===== config.mk =====
export PLATFORM = sky130hd
export DESIGN_NAME = intel_hex_record_parser_core
export DESIGN_NICKNAME = d
export VERILOG_FILES = /design/src/rtl/ihex_pkg.sv /design/src/rtl/intel_hex_record_parser_core.sv
export SDC_FILE = /design/constraint.sdc
export NUM_CORES = 1
export LEC_CHECK = 0
export BUFFER_PORTS_ARGS = -buffer_cell sky130_fd_sc_hd__buf_2
export CAP_MARGIN = 20
export CORE_ASPECT_RATIO = 0.9
export CORE_MARGIN = 2
export CORE_UTILIZATION = 55
export DETAILED_ROUTE_END_ITERATION = 8
export PLACE_DENSITY = 0.74
export SYNTH_ARGS = -nofsm -noshare
export SYNTH_HDL_FRONTEND = slang
export SYNTH_SLANG_ARGS = --single-unit

===== constraint.sdc =====
create_clock -name clock -period 16.2 [get_ports clock]
set_input_delay 3.24 -clock clock [delete_from_list [all_inputs] [get_ports clock]]
set_output_delay 3.24 -clock clock [all_outputs]
set_load 0.01 [all_outputs]

===== src/rtl/ihex_pkg.sv =====
// Shared types, codes and helpers for the hex record parser.
package ihex_pkg;

   typedef enum logic [3:0] {
      PH_LINE,
      PH_COUNT,
      PH_ADRHI,
      PH_ADRLO,
      PH_TYPE,
      PH_DATA,
      PH_SUM,
      PH_REST,
      PH_ERROR
   } phase_type;

   localparam logic [1:0] KIND_DATA   = 2'd0;
   localparam logic [1:0] KIND_RECORD = 2'd1;
   localparam logic [1:0] KIND_ERROR  = 2'd2;
   localparam logic [1:0] KIND_UNUSED = 2'd3;

   localparam logic [1:0] ERR_NO_COLON = 2'd0;
   localparam logic [1:0] ERR_NON_HEX  = 2'd1;
   localparam logic [1:0] ERR_CHECKSUM = 2'd2;

   localparam logic [7:0] REC_DATA      = 8'h00;
   localparam logic [7:0] REC_EOF       = 8'h01;
   localparam logic [7:0] REC_EXT_SEG   = 8'h02;
   localparam logic [7:0] REC_START_SEG = 8'h03;
   localparam logic [7:0] REC_EXT_LIN   = 8'h04;
   localparam logic [7:0] REC_START_LIN = 8'h05;

   localparam logic [7:0] CHAR_TAB     = 8'h09;
   localparam logic [7:0] CHAR_NEWLINE = 8'h0A;
   localparam logic [7:0] CHAR_SPACE   = 8'h20;
   localparam logic [7:0] CHAR_COLON   = 8'h3A;

   typedef struct packed {
      logic       ok;
      logic [3:0] value;
   } hex_digit_type;

   function automatic hex_digit_type hex_decode(input logic [7:0] c);
      hex_digit_type h;
      h.ok    = 1'b1;
      h.value = 4'd0;
      if (c >= 8'h30 && c <= 8'h39) begin
         h.value = c[3:0];
      end else if ((c >= 8'h61 && c <= 8'h66) || (c >= 8'h41 && c <= 8'h46)) begin
         h.value = c[3:0] + 4'd9;
      end else begin
         h.ok = 1'b0;
      end
      return h;
   endfunction

endpackage


===== src/rtl/intel_hex_record_parser_core.sv =====
// Hex text record parser: one character in, at most one result out per item.
//
//   channel | direction | handshake              | payload
//   req     | in        | req_valid / req_stall  | req_char_in
//   rsp     | out       | rsp_valid / rsp_stall  | kind, byte, address, chunk, type,
//           |           |                        | loaded value, error code
//   csr     | in        | csr_write_enable       | csr_write_data (word mode)
//
// One character is taken each unstalled cycle; its result, if any, sits in the output
// register the next cycle. The record start address add happens on the type byte.
// req_stall is high only while a result waits in the output register under rsp_stall.
// Reset is synchronous and returns the parser to line start with bases cleared.
module intel_hex_record_parser_core (
   input  logic        clock,
   input  logic        reset,
   input  logic        req_valid,
   output logic        req_stall,
   input  logic [7:0]  req_char_in,
   output logic        rsp_valid,
   input  logic        rsp_stall,
   output logic [1:0]  rsp_result_kind,
   output logic [7:0]  rsp_byte_value,
   output logic [31:0] rsp_byte_address,
   output logic        rsp_new_chunk,
   output logic [7:0]  rsp_record_kind,
   output logic [31:0] rsp_loaded_value,
   output logic [1:0]  rsp_error_code,
   input  logic        csr_write_enable,
   input  logic        csr_write_data
);
   import ihex_pkg::*;

   phase_type   phase_ff, phase_in;
   logic [3:0]  high_nibble_ff, high_nibble_in;
   logic        digit_parity_ff, digit_parity_in;
   logic [7:0]  byte_count_ff, byte_count_in;
   logic [7:0]  bytes_done_ff, bytes_done_in;
   logic [15:0] record_offset_ff, record_offset_in;
   logic [7:0]  record_type_ff, record_type_in;
   logic [7:0]  running_sum_ff, running_sum_in;
   logic [15:0] linear_base_ff, linear_base_in;
   logic [15:0] segment_base_ff, segment_base_in;
   logic [31:0] segment_start_ff, segment_start_in;
   logic [31:0] linear_start_ff, linear_start_in;
   logic [31:0] current_address_ff, current_address_in;
   logic [31:0] record_start_ff, record_start_in;
   logic [31:0] previous_end_ff, previous_end_in;
   logic [31:0] first_bytes_ff, first_bytes_in;
   logic        halted_ff, halted_in;
   logic        word_mode_ff, word_mode_in;

   logic        rsp_valid_ff, rsp_valid_in;
   logic [1:0]  kind_ff, kind_in;
   logic [7:0]  value_ff, value_in;
   logic [31:0] address_ff, address_in;
   logic        chunk_ff, chunk_in;
   logic [7:0]  rkind_ff, rkind_in;
   logic [31:0] loaded_ff, loaded_in;
   logic [1:0]  error_ff, error_in;

   logic          accept;
   logic          active;
   logic          is_blank;
   logic          is_colon;
   hex_digit_type hex;
   logic [7:0]    byte_val;
   logic [7:0]    sum_new;
   logic [7:0]    done_next;
   logic          field_phase;

   assign req_stall   = rsp_valid_ff && rsp_stall;
   assign accept      = req_valid && !req_stall;
   assign active      = accept && !halted_ff && (phase_ff != PH_ERROR);
   assign is_blank    = (req_char_in == CHAR_SPACE) || (req_char_in == CHAR_TAB);
   assign is_colon    = (req_char_in == CHAR_COLON);
   assign hex         = hex_decode(req_char_in);
   assign byte_val    = {high_nibble_ff, hex.value};
   assign sum_new     = running_sum_ff + byte_val;
   assign done_next   = bytes_done_ff + 8'd1;
   assign field_phase = (phase_ff != PH_LINE) && (phase_ff != PH_REST)
                        && (phase_ff != PH_ERROR);

   // next phase
   always_comb begin
      phase_in = phase_ff;
      if (active) begin
         case (phase_ff)
            PH_LINE: begin
               if (is_colon) begin
                  phase_in = PH_COUNT;
               end else if (!is_blank) begin
                  phase_in = PH_ERROR;
               end
            end
            PH_REST: begin
               if (req_char_in == CHAR_NEWLINE) begin
                  phase_in = PH_LINE;
               end
            end
            PH_COUNT, PH_ADRHI, PH_ADRLO, PH_TYPE, PH_DATA, PH_SUM: begin
               if (!hex.ok) begin
                  phase_in = PH_ERROR;
               end else if (digit_parity_ff) begin
                  case (phase_ff)
                     PH_COUNT: phase_in = PH_ADRHI;
                     PH_ADRHI: phase_in = PH_ADRLO;
                     PH_ADRLO: phase_in = PH_TYPE;
                     PH_TYPE:  phase_in = (byte_count_ff == 8'd0) ? PH_SUM : PH_DATA;
                     PH_DATA:  phase_in = (done_next == byte_count_ff) ? PH_SUM : PH_DATA;
                     PH_SUM:   phase_in = (sum_new != 8'd0) ? PH_ERROR : PH_REST;
                     default:  phase_in = phase_ff;
                  endcase
               end
            end
            default: phase_in = phase_ff;
         endcase
      end
   end

   // datapath and result register
   always_comb begin
      high_nibble_in     = high_nibble_ff;
      digit_parity_in    = digit_parity_ff;
      byte_count_in      = byte_count_ff;
      bytes_done_in      = bytes_done_ff;
      record_offset_in   = record_offset_ff;
      record_type_in     = record_type_ff;
      running_sum_in     = running_sum_ff;
      linear_base_in     = linear_base_ff;
      segment_base_in    = segment_base_ff;
      segment_start_in   = segment_start_ff;
      linear_start_in    = linear_start_ff;
      current_address_in = current_address_ff;
      record_start_in    = record_start_ff;
      previous_end_in    = previous_end_ff;
      first_bytes_in     = first_bytes_ff;
      halted_in          = halted_ff;
      word_mode_in       = csr_write_enable ? csr_write_data : word_mode_ff;

      rsp_valid_in = rsp_valid_ff && rsp_stall;
      kind_in      = kind_ff;
      value_in     = value_ff;
      address_in   = address_ff;
      chunk_in     = chunk_ff;
      rkind_in     = rkind_ff;
      loaded_in    = loaded_ff;
      error_in     = error_ff;

      if (active) begin
         if (phase_ff == PH_LINE) begin
            if (is_colon) begin
               digit_parity_in = 1'b0;
               running_sum_in  = 8'd0;
               bytes_done_in   = 8'd0;
            end else if (!is_blank) begin
               rsp_valid_in = 1'b1;
               kind_in      = KIND_ERROR;
               value_in     = 8'd0;
               address_in   = 32'd0;
               chunk_in     = 1'b0;
               rkind_in     = 8'd0;
               loaded_in    = 32'd0;
               error_in     = ERR_NO_COLON;
            end
         end else if (field_phase) begin
            if (!hex.ok) begin
               rsp_valid_in = 1'b1;
               kind_in      = KIND_ERROR;
               value_in     = 8'd0;
               address_in   = 32'd0;
               chunk_in     = 1'b0;
               rkind_in     = 8'd0;
               loaded_in    = 32'd0;
               error_in     = ERR_NON_HEX;
            end else if (!digit_parity_ff) begin
               high_nibble_in  = hex.value;
               digit_parity_in = 1'b1;
            end else begin
               digit_parity_in = 1'b0;
               running_sum_in  = sum_new;
               case (phase_ff)
                  PH_COUNT: byte_count_in = byte_val;
                  PH_ADRHI: record_offset_in = {byte_val, 8'd0};
                  PH_ADRLO: record_offset_in = {record_offset_ff[15:8], byte_val};
                  PH_TYPE: begin
                     record_type_in     = byte_val;
                     record_start_in    = {linear_base_ff, 16'd0}
                                          + {12'd0, segment_base_ff, 4'd0}
                                          + {16'd0, record_offset_ff};
                     current_address_in = record_start_in;
                  end
                  PH_DATA: begin
                     case (bytes_done_ff)
                        8'd0: first_bytes_in[31:24] = byte_val;
                        8'd1: first_bytes_in[23:16] = byte_val;
                        8'd2: first_bytes_in[15:8]  = byte_val;
                        8'd3: first_bytes_in[7:0]   = byte_val;
                        default: first_bytes_in = first_bytes_ff;
                     endcase
                     if (record_type_ff == REC_DATA) begin
                        rsp_valid_in = 1'b1;
                        kind_in      = KIND_DATA;
                        value_in     = byte_val;
                        address_in   = current_address_ff;
                        chunk_in     = (bytes_done_ff == 8'd0)
                                       && (record_start_ff != previous_end_ff);
                        rkind_in     = 8'd0;
                        loaded_in    = 32'd0;
                        error_in     = 2'd0;
                        if (!word_mode_ff || bytes_done_ff[0]) begin
                           current_address_in = current_address_ff + 32'd1;
                        end
                     end
                     bytes_done_in = done_next;
                  end
                  PH_SUM: begin
                     rsp_valid_in = 1'b1;
                     value_in     = 8'd0;
                     chunk_in     = 1'b0;
                     loaded_in    = 32'd0;
                     if (sum_new != 8'd0) begin
                        kind_in    = KIND_ERROR;
                        address_in = 32'd0;
                        rkind_in   = 8'd0;
                        error_in   = ERR_CHECKSUM;
                     end else begin
                        kind_in    = KIND_RECORD;
                        address_in = record_start_ff;
                        rkind_in   = record_type_ff;
                        error_in   = 2'd0;
                        case (record_type_ff)
                           REC_DATA: begin
                              chunk_in        = (record_start_ff != previous_end_ff);
                              previous_end_in = current_address_ff;
                           end
                           REC_EOF: halted_in = 1'b1;
                           REC_EXT_SEG: begin
                              segment_base_in = first_bytes_ff[31:16];
                              loaded_in       = {16'd0, first_bytes_ff[31:16]};
                           end
                           REC_START_SEG: begin
                              segment_start_in = first_bytes_ff;
                              loaded_in        = first_bytes_ff;
                           end
                           REC_EXT_LIN: begin
                              linear_base_in = first_bytes_ff[31:16];
                              loaded_in      = {16'd0, first_bytes_ff[31:16]};
                           end
                           REC_START_LIN: begin
                              linear_start_in = first_bytes_ff;
                              loaded_in       = first_bytes_ff;
                           end
                           default: loaded_in = 32'd0;
                        endcase
                     end
                  end
                  default: running_sum_in = sum_new;
               endcase
            end
         end
      end
   end

   always_ff @(posedge clock) begin
      if (reset) begin
         phase_ff           <= PH_LINE;
         high_nibble_ff     <= 4'd0;
         digit_parity_ff    <= 1'b0;
         byte_count_ff      <= 8'd0;
         bytes_done_ff      <= 8'd0;
         record_offset_ff   <= 16'd0;
         record_type_ff     <= 8'd0;
         running_sum_ff     <= 8'd0;
         linear_base_ff     <= 16'd0;
         segment_base_ff    <= 16'd0;
         segment_start_ff   <= 32'hFFFF_FFFF;
         linear_start_ff    <= 32'hFFFF_FFFF;
         current_address_ff <= 32'd0;
         record_start_ff    <= 32'd0;
         previous_end_ff    <= 32'hFFFF_FFFF;
         first_bytes_ff     <= 32'd0;
         halted_ff          <= 1'b0;
         word_mode_ff       <= 1'b0;
         rsp_valid_ff       <= 1'b0;
      end else begin
         phase_ff           <= phase_in;
         high_nibble_ff     <= high_nibble_in;
         digit_parity_ff    <= digit_parity_in;
         byte_count_ff      <= byte_count_in;
         bytes_done_ff      <= bytes_done_in;
         record_offset_ff   <= record_offset_in;
         record_type_ff     <= record_type_in;
         running_sum_ff     <= running_sum_in;
         linear_base_ff     <= linear_base_in;
         segment_base_ff    <= segment_base_in;
         segment_start_ff   <= segment_start_in;
         linear_start_ff    <= linear_start_in;
         current_address_ff <= current_address_in;
         record_start_ff    <= record_start_in;
         previous_end_ff    <= previous_end_in;
         first_bytes_ff     <= first_bytes_in;
         halted_ff          <= halted_in;
         word_mode_ff       <= word_mode_in;
         rsp_valid_ff       <= rsp_valid_in;
      end
   end

   always_ff @(posedge clock) begin
      kind_ff    <= kind_in;
      value_ff   <= value_in;
      address_ff <= address_in;
      chunk_ff   <= chunk_in;
      rkind_ff   <= rkind_in;
      loaded_ff  <= loaded_in;
      error_ff   <= error_in;
   end

   assign rsp_valid        = rsp_valid_ff;
   assign rsp_result_kind  = kind_ff;
   assign rsp_byte_value   = value_ff;
   assign rsp_byte_address = address_ff;
   assign rsp_new_chunk    = chunk_ff;
   assign rsp_record_kind  = rkind_ff;
   assign rsp_loaded_value = loaded_ff;
   assign rsp_error_code   = error_ff;

endmodule


==> results of run 1 <==
[sequential cells by signal, summed over array words and instances (netlist names), 16 cells and up]
signal	flops
previous_end_ff	32
first_bytes_ff	32
record_offset_ff	16
rsp_loaded_value	32
record_start_ff	32
rsp_byte_address	32
linear_base_ff	16
segment_base_ff	16
current_address_ff	32
[critical path, cell delays in order]
cell       delay [ns]
buf_2            0.15
inv_1            0.09
ha_1             0.18
o21bai_1         0.08
a21oi_1          0.77
nor2_1           0.32
nor2_1           0.85
inv_1            0.15
fa_1             0.46
xnor2_1          0.19
nor4bb_1         0.30
mux2_2           0.23
o2111ai_1        0.27
a2111oi_4        0.43
and4_1           0.97
a22o_1           0.28
[final timing paths]
check | from | to | slack, ns | cells after the start
max | req_char_in[0] | rsp_loaded_value[6] | 7.66 | 16
min | first_bytes_ff[12] | first_bytes_ff[12] | 0.46 | 2
min reg2reg | first_bytes_ff[12] | first_bytes_ff[12] | 0.46 | 2
max reg2reg | phase_ff[0] | previous_end_ff[31] | 11.78 | 7
[metrics by stage]
step	hold WS (ns)	util (%)	cells
final	0.4559	61.92	2050
after global routing	0.4831	61.92	2050
after CTS	0.4596	61.71	2047
after detailed placement	0.4515	58.01	1991
after global placement	0.4455	58.01	1991
after floorplan	0.4315	-	1630
[placed cells by master, fill, tap and decap left out, drive strengths merged, types with 29 or more instances in the layout]
cell and count:
ha 32, o21ai 94, dfxtp 220, and2 40
nand3 80, xnor2 50, mux2i 55, a211oi 29
a21oi 115, buf 119, edfxtp 85, nor2 153
nor3 41, a22o 37, nand2 176, clkbuf 43
[metal layers]
layer	wire length, um	GRT usage, %	vias to the layer above
met5	13	0	-
met4	1287	9.501	2
met3	3918	6.143	91
met2	18790	43.76	599
met1	18870	42.57	6191
li1	-	-	6015
[synthesized netlist by cell type, types with 4 or more instances]
cell / number
nor2b_1: 10
a22oi_1: 4
a211oi_1: 27
o211ai_1: 8
nand4_1: 27
o21ai_0: 92
clkbuf_1: 80
nand2b_1: 8
or2_2: 4
nor3b_1: 8
o21a_1: 10
a21o_1: 11
and2_1: 40
xor2_1: 19
a32o_1: 12
and3_1: 19
o2111ai_1: 4
o31ai_1: 5
inv_1: 23
mux2i_1: 55
nor2_1: 151
ha_1: 32
nand3_1: 80
o21bai_1: 5
nand3b_1: 7
buf_4: 6
a22o_1: 37
nor4_1: 15
edfxtp_1: 85
a311oi_1: 5
a21oi_1: 115
nor3_1: 41
o22ai_1: 11
nand2_1: 175
xnor2_1: 50
dfxtp_1: 220
buf_2: 21
a31oi_1: 15
or3_1: 10
and4_1: 8
or4_1: 8
[report_power, final]
part           leakage [uW]  switching (uW)  internal, uW
combinational       0.00310            53.8          21.1
sequential          0.00261            7.77           802
clock              0.000494             303           405
total               0.00620             364          1230
[final cells by class]
type | instances | share of cell area, %
clock buffer | 43 | 5.245
clock inverter | 13 | 0.7309
inverter | 24 | 0.5425
multi-input combinational | 1192 | 44.82
sequential | 305 | 41.90
tap | 354 | 2.667
timing repair buffer | 119 | 4.099
[cells by family after synthesis]
logic type	share of synthesized area, %
muxes	3.921
xor gates and xnor gates	4.055
DFF	46.68
adders and majority gates	2.955
and+or+nand+nor	20.47
AOI/OAI and AO/OA	18.24
buffers and inverters	3.686
==> out/qor.txt, run 1 <==
Antenna cells: 0
Postcts setup bufs: 0
Core area: 26820 sq um
Setup crit end kind: flop
HPWL reported at the end of detailed placement: 28.07 mm
Total Power: 1592 uW
Crit path kind: in2reg
Top Ports: 101
Row count: 57
Slew HR: 24.14%
Post-synthesis cell type count: 85
Root Buffer: clkbuf_16
Slew Viols, Final: 0
Synthesis Warnings: 0
Final instance area: 16600 sq um
Post-synth EDFFs: 85
Synth Flop Type: dfxtp_1
Pin count of the biggest net entering global routing: 108
Total global-route track usage: 29.38%
Vias in the first global route: 11.73k
Hold Violations, Final: 0
Multi-input logic area: 7442 sq um
Initial antenna violation count: 1
Overflow left after global routing: 0
Most area-consuming cells after synthesis: dfxtp_1 30%, edfxtp_1 17%, nand2_1 4.4%, a21oi_1 3.9%, nor2_1 3.8%
Fill cells: 2312
Starting Density: 55.58%
Power Density: 95.87 nW/um^2
Syn_nets: 1678
Final WS setup: 7.656 ns
Leakage: 0.006204 uW
Storage element area: 6957 sq um
Gate Count Post-Synth: 1630
Worst setup SP type: input pin
Worst-margin pin slew: 1.134 ns
Routability cong.: 0.8921
Input/output buffers: 100
Die W: 177.5 um
Die height: 160.2 um
CTS tree: built
DRT Wirelength: 42.89 mm
FF+latch count, synth: 305
Status: completed
DR vias: 12.90k
Layout cells sized above 1: 11.85%
Number of nets in the layout: 1721
First-pass GRT wire length: 66.05 mm
Fmax: 0.1170 GHz
Asr flop ratio synth: 0%
Clock Path Buffers: 3
Synth-to-Final Area Change: 11.42%
Post-Syn Area: 14900 sq um
Max cap viols: 0
Setup TNS: 0 ns
Area of the die: 28430 sq um
Req. time, crit path: 16.63 ns
CTS Buf Count: 31
HP Class: reg2reg
# setup viols final: 0
CP Max Fanout: 32
Yosys top cell area share: 29.55%
# DRC: 0
Clk Latency, worst-skew pair: 0.57 ns
H-tree Lvls: 1
Post-route ant nets: 0
Sequential area share after synthesis: 46.68%
Initial DRC Count: 1490
Setup Skew: 0.009676 ns
DP Area: 15550 sq um
Hold Buf Count CTS: 0
Worst-path clk slew: 0.06 ns
Clk sinks: 305
Tmin final: 8.544 ns
Syn_area_per_cell: 9.143 sq um
TritonRoute pass-1 iters: 8
Via-per-instance ratio: 6.292
RSZ-0062 raised after global routing: false
Critical Path AT: 8.98 ns
Post-cts resize count: 0
Wire per inst: 20.92 um
Final period util: 52.74%
Worst slack, placed: 7.181 ns
Area leader, netlist: dfxtp_1
Peak VDD IR: 64.94 uV
Note: power is estimated with default switching activity, not from simulation.
==> run 2, diff against run 1 <==
PLACE_DENSITY = 0.76   (was 0.74)
clock period = 7 ns   (was 16.2 ns; I/O delays follow)
==> out/qor.txt, run 2 (same netlist as run 1, synthesis figures left out) <==
Die W: 177.5 um
Slew Viols, Final: 0
H-tree Lvls: 1
Row count: 57
Total global-route track usage: 29.35%
Peak VDD IR: 209.8 uV
Leakage: 0.006247 uW
Post-cts resize count: 0
CP Max Fanout: 32
DP Area: 15610 sq um
Clk sinks: 305
Postcts setup bufs: 0
Starting Density: 55.58%
Fmax: 0.1661 GHz
Crit path kind: in2reg
Initial antenna violation count: 0
Hold Buf Count CTS: 0
Layout cells sized above 1: 12.27%
# DRC: 0
Comb pwr share: 4.6%
Antenna cells: 0
Tmin final: 6.019 ns
Req. time, crit path: 7.45 ns
Overflow left after global routing: 0
Setup crit end kind: flop
Die height: 160.2 um
Core area: 26820 sq um
Wire per inst: 20.67 um
Setup Skew: 0.01621 ns
Status: completed
Sequential Power Share: 50.0%
Number of nets in the layout: 1726
# setup viols final: 0
Switching Fraction: 23.12%
Setup TNS: 0 ns
HPWL reported at the end of detailed placement: 28.52 mm
CTS Buf Count: 31
Clock power frac: 45.3%
RSZ-0062 raised after global routing: false
Worst-path clk slew: 0.06 ns
Most common cell after layout, fill and taps aside: dfxtp_1
TritonRoute pass-1 iters: 6
Input/output buffers: 100
Slew HR: 21.93%
Top Ports: 101
Pint: 2879 uW
Post-route ant nets: 0
DR vias: 12.98k
Worst setup SP type: input pin
Final instance area: 16690 sq um
Worst-margin pin slew: 1.171 ns
Most frequent cells in the layout: 220 x dfxtp_1, 175 x nand2_1, 149 x nor2_1
Synth-to-Final Area Change: 12.00%
Final period util: 85.98%
Total Power: 3745 uW
Clock Path Buffers: 3
Via-per-instance ratio: 6.308
Vias in the first global route: 11.70k
Root Buffer: clkbuf_16
Hold Violations, Final: 0
NetSw: 866.0 uW
Pin count of the biggest net entering global routing: 78
Power Density: 224.4 nW/um^2
Initial DRC Count: 1474
HP Class: reg2reg
CTS tree: built
First-pass GRT wire length: 66.13 mm
Area of the die: 28430 sq um
Clk Latency, worst-skew pair: 0.58 ns
DRT Wirelength: 42.52 mm
Critical Path AT: 6.47 ns
Max cap viols: 0
Routability cong.: 0.9412
run 2: layout make-up:
| cell class | instances | area, sq um |
|---|---|---|
| fillers | 2299 | 10120 |
| clock inverters | 18 | 202.7 |
| multi-input cells | 1192 | 7451 |
| flip-flops and latches | 305 | 6957 |
| clock buffers | 40 | 849.6 |
| inverters | 24 | 90.09 |
| well taps | 354 | 442.9 |
| repair buffers | 124 | 698.2 |
run 2: worst max-delay path, cell delays in order:
cell and delay, ns:
buf_2 0.11, or4b_4 0.56, a311oi_4 0.51, nor2_1 0.26, nor2_1 0.43, inv_1 0.12, fa_1 0.45, xnor2_1 0.18
nor4b_1 0.33, mux2_2 0.24, o2111ai_1 0.25, a2111oi_4 0.41, and4_1 0.93, a22o_1 0.27
run 2: power groups by stage:
stage	Clock (uW)	Sequential, uW	Combinational [uW]
floorplan	0	1930	80.6
finish	1700	1870	174
global route	1780	1880	186
CTS	1710	1870	173
global placement	0	1910	170
detailed placement	0	1910	173
run 2: final timing paths:
kind	start	end	slack, ns	cells past startpoint
worst min-delay path	first_bytes_ff[14]	first_bytes_ff[14]	0.46	2
worst min register to register	first_bytes_ff[14]	first_bytes_ff[14]	0.46	2
worst max-delay path	req_char_in[7]	rsp_loaded_value[5]	0.98	14
worst max register to register	high_nibble_ff[2]	rsp_loaded_value[5]	2.94	8
run 2: through the flow:
stage / utilization (%) / setup WS (ns) / hold WS (ns) / std cells
finish: 62.24 / 0.9811 / 0.4590 / 2057
global route: 62.24 / 0.6175 / 0.4870 / 2057
CTS: 62.13 / 1.094 / 0.4591 / 2055
detailed placement: 58.21 / 0.5008 / 0.4498 / 1997
global placement: 58.21 / 0.6492 / 0.4432 / 1997
floorplan: - / 1.336 / 0.4315 / 1630
run 2: per-layer routing:
layer | track usage [%] | share of wire (%) | vias to the layer above
met3 | 4.976 | 9.0 | 90
met4 | 9.091 | 2.9 | 0
li1 | - | - | 6045
met5 | 0 | 0 | -
met1 | 43.22 | 44 | 6225
met2 | 43.97 | 44 | 616
==> run 3, diff against run 2 <==
GPL_TIMING_DRIVEN = 0   (was not set)
==> out/qor.txt, run 3 (same netlist as run 1, synthesis figures left out) <==
Fmax: 0.1449 GHz
Min Hold Slack: 0.4604 ns
Leakage: 0.006445 uW
Post-cts resize count: 0
HP Class: reg2reg
Tmin final: 6.902 ns
Layout cells sized above 1: 12.24%
Antenna cells: 0
Clock Path Buffers: 3
TritonRoute pass-1 iters: 5
Worst setup SP type: input pin
Root Buffer: clkbuf_16
DR vias: 13.73k
Most frequent cells in the layout: 220 x dfxtp_1, 175 x nand2_1, 151 x nor2_1
Reg-to-reg critical path endpoint: rsp_loaded_value[14]
Post-route ant nets: 0
Setup Skew: 0.01495 ns
Total global-route track usage: 34.02%
Crit-path leading delay family: compound AO/OA/AOI/OAI gates
CTS Buf Count: 31
Critical Path AT: 7.32 ns
Via-per-instance ratio: 6.381
DRT Wirelength: 48.54 mm
Setup crit start: req_char_in[0]
Top Ports: 101
Crit path cell chain: buf_2, inv_1, ha_1, o21bai_1, a21oi_1, clkbuf_1, a21oi_1, inv_1, ha_1, a211oi_2, o21bai_1, a41o_1, or3_1, a2111oi_2, clkbuf_1, a32o_1
NetSw: 867.4 uW
Hold Violations, Final: 0
# setup viols final: 0
Slew HR: 27.82%
Hold Buf Count CTS: 0
Req. time, crit path: 7.42 ns
HPWL reported at the end of detailed placement: 35.35 mm
Starting Density: 55.58%
Clock power frac: 46.1%
Slew Viols, Final: 0
Crit path kind: in2reg
Area of the die: 28430 sq um
Critical path depth: 16
Number of nets in the layout: 1821
Worst-path clk slew: 0.06 ns
Input/output buffers: 99
Critical hold path startpoint: first_bytes_ff[15]
Setup crit end kind: flop
First-pass GRT wire length: 74.48 mm
Layout Cells excl Fill: 2152
FF-to-FF path depth: 8
Clk sinks: 305
Most common cell after layout, fill and taps aside: dfxtp_1
Pin count of the biggest net entering global routing: 18
Final period util: 98.60%
Switching Fraction: 22.63%
Worst-margin pin slew: 1.083 ns
RSZ-0062 raised after global routing: false
Routability cong.: 0.9890
Die height: 160.2 um
Pint: 2966 uW
Initial antenna violation count: 1
Worst Path Buf+Inv: 5
Row count: 57
# DRC: 0
Status: completed
CTS tree: built
CP Max Fanout: 10
Initial DRC Count: 1662
Reg2reg setup slack: 3.07 ns
Vias in the first global route: 12.72k
Max cap viols: 0
Clk Latency, worst-skew pair: 0.58 ns
Synth-to-Final Area Change: 14.46%
Max stage delay cell, worst path: clkbuf_1
Fin util: 63.61%
H-tree Lvls: 1
Slowest stage delay, CP: 0.87 ns
Power Density: 224.7 nW/um^2
Comb pwr share: 5.2%
Sequential Power Share: 48.6%
WHS Endpoint: first_bytes_ff[15]
Wire per inst: 22.55 um
Postcts setup bufs: 0
Cells after DPL: 2092
Overflow left after global routing: 0
Peak VDD IR: 316.0 uV
Core area: 26820 sq um
Reg2reg start: running_sum_ff[1]
Die W: 177.5 um
Worst Hold Depth: 2
[run 3: cell count changes in the layout (fill, tap and decap cells not counted), moves of 2 or more]
cell,before,now
clkbuf_16,31,35
clkinv_2,8,6
buf_2,99,122
nor2_4,2,0
buf_4,23,9
nor2_1,149,151
buf_6,0,4
clkbuf_2,0,2
clkbuf_1,5,86
[run 3: worst max-delay path by stage]
| stage | slack [ns] | endpoint |
|---|---|---|
| 4_1_cts | 0.21 | rsp_loaded_value[14] |
| 6_report | 0.1 | rsp_loaded_value[14] |
| 3_5_place_dp | -0.33 | rsp_loaded_value[11] |
| 2_1_floorplan | 1.34 | rsp_byte_address[0] |
| 5_1_grt | 0.03 | rsp_loaded_value[14] |
| 3_3_place_gp | -0.39 | rsp_new_chunk |
[run 3: power by group through the flow]
stage | Sequential, uW | Clock (uW) | Combinational [uW]
finish | 1860 | 1770 | 201
global route | 1870 | 1860 | 212
CTS | 1860 | 1780 | 197
detailed placement | 1900 | 0 | 196
global placement | 1910 | 0 | 184
floorplan | 1930 | 0 | 80.6
[run 3: stage by stage]
step,power [uW],TNS (ns),setup WS [ns],cell area [sq um]
after detailed placement,2099,-13.39,-0.3260,15940
after floorplan,2008,0,1.336,14920
final,3834,0,0.09788,17060
after global routing,3936,0,0.03210,17060
after global placement,2091,-36.42,-0.3869,15860
after CTS,3843,0,0.2115,17050
[run 3: worst reg2reg max path: stages (launching register included)]
cell and delay [ns]:
dfxtp_1 0.33, ha_1 0.30, a211oi_2 0.37, o21bai_1 0.13, a41o_1 0.32, or3_1 0.42
a2111oi_2 0.69, clkbuf_1 0.87, a32o_1 0.34
[run 3: layout make-up]
class	instances	area, sq um
Timing Repair Buffer	110	593.1
Sequential cell	305	6957
Multi-Input combinational cell	1192	7412
Clock inverter	13	150.1
Buffer	109	459.2
Inverter	24	90.09
Tap cell	354	442.9
Fill cell	2292	9758
Clock buffer	45	953.4
[run 3: per-layer routing]
layer | global-route usage (%) | wire length [um]
met1 | 49.51 | 20530
met2 | 49.26 | 20410
met3 | 6.690 | 5232
met4 | 14.08 | 2355
met5 | 0 | 13
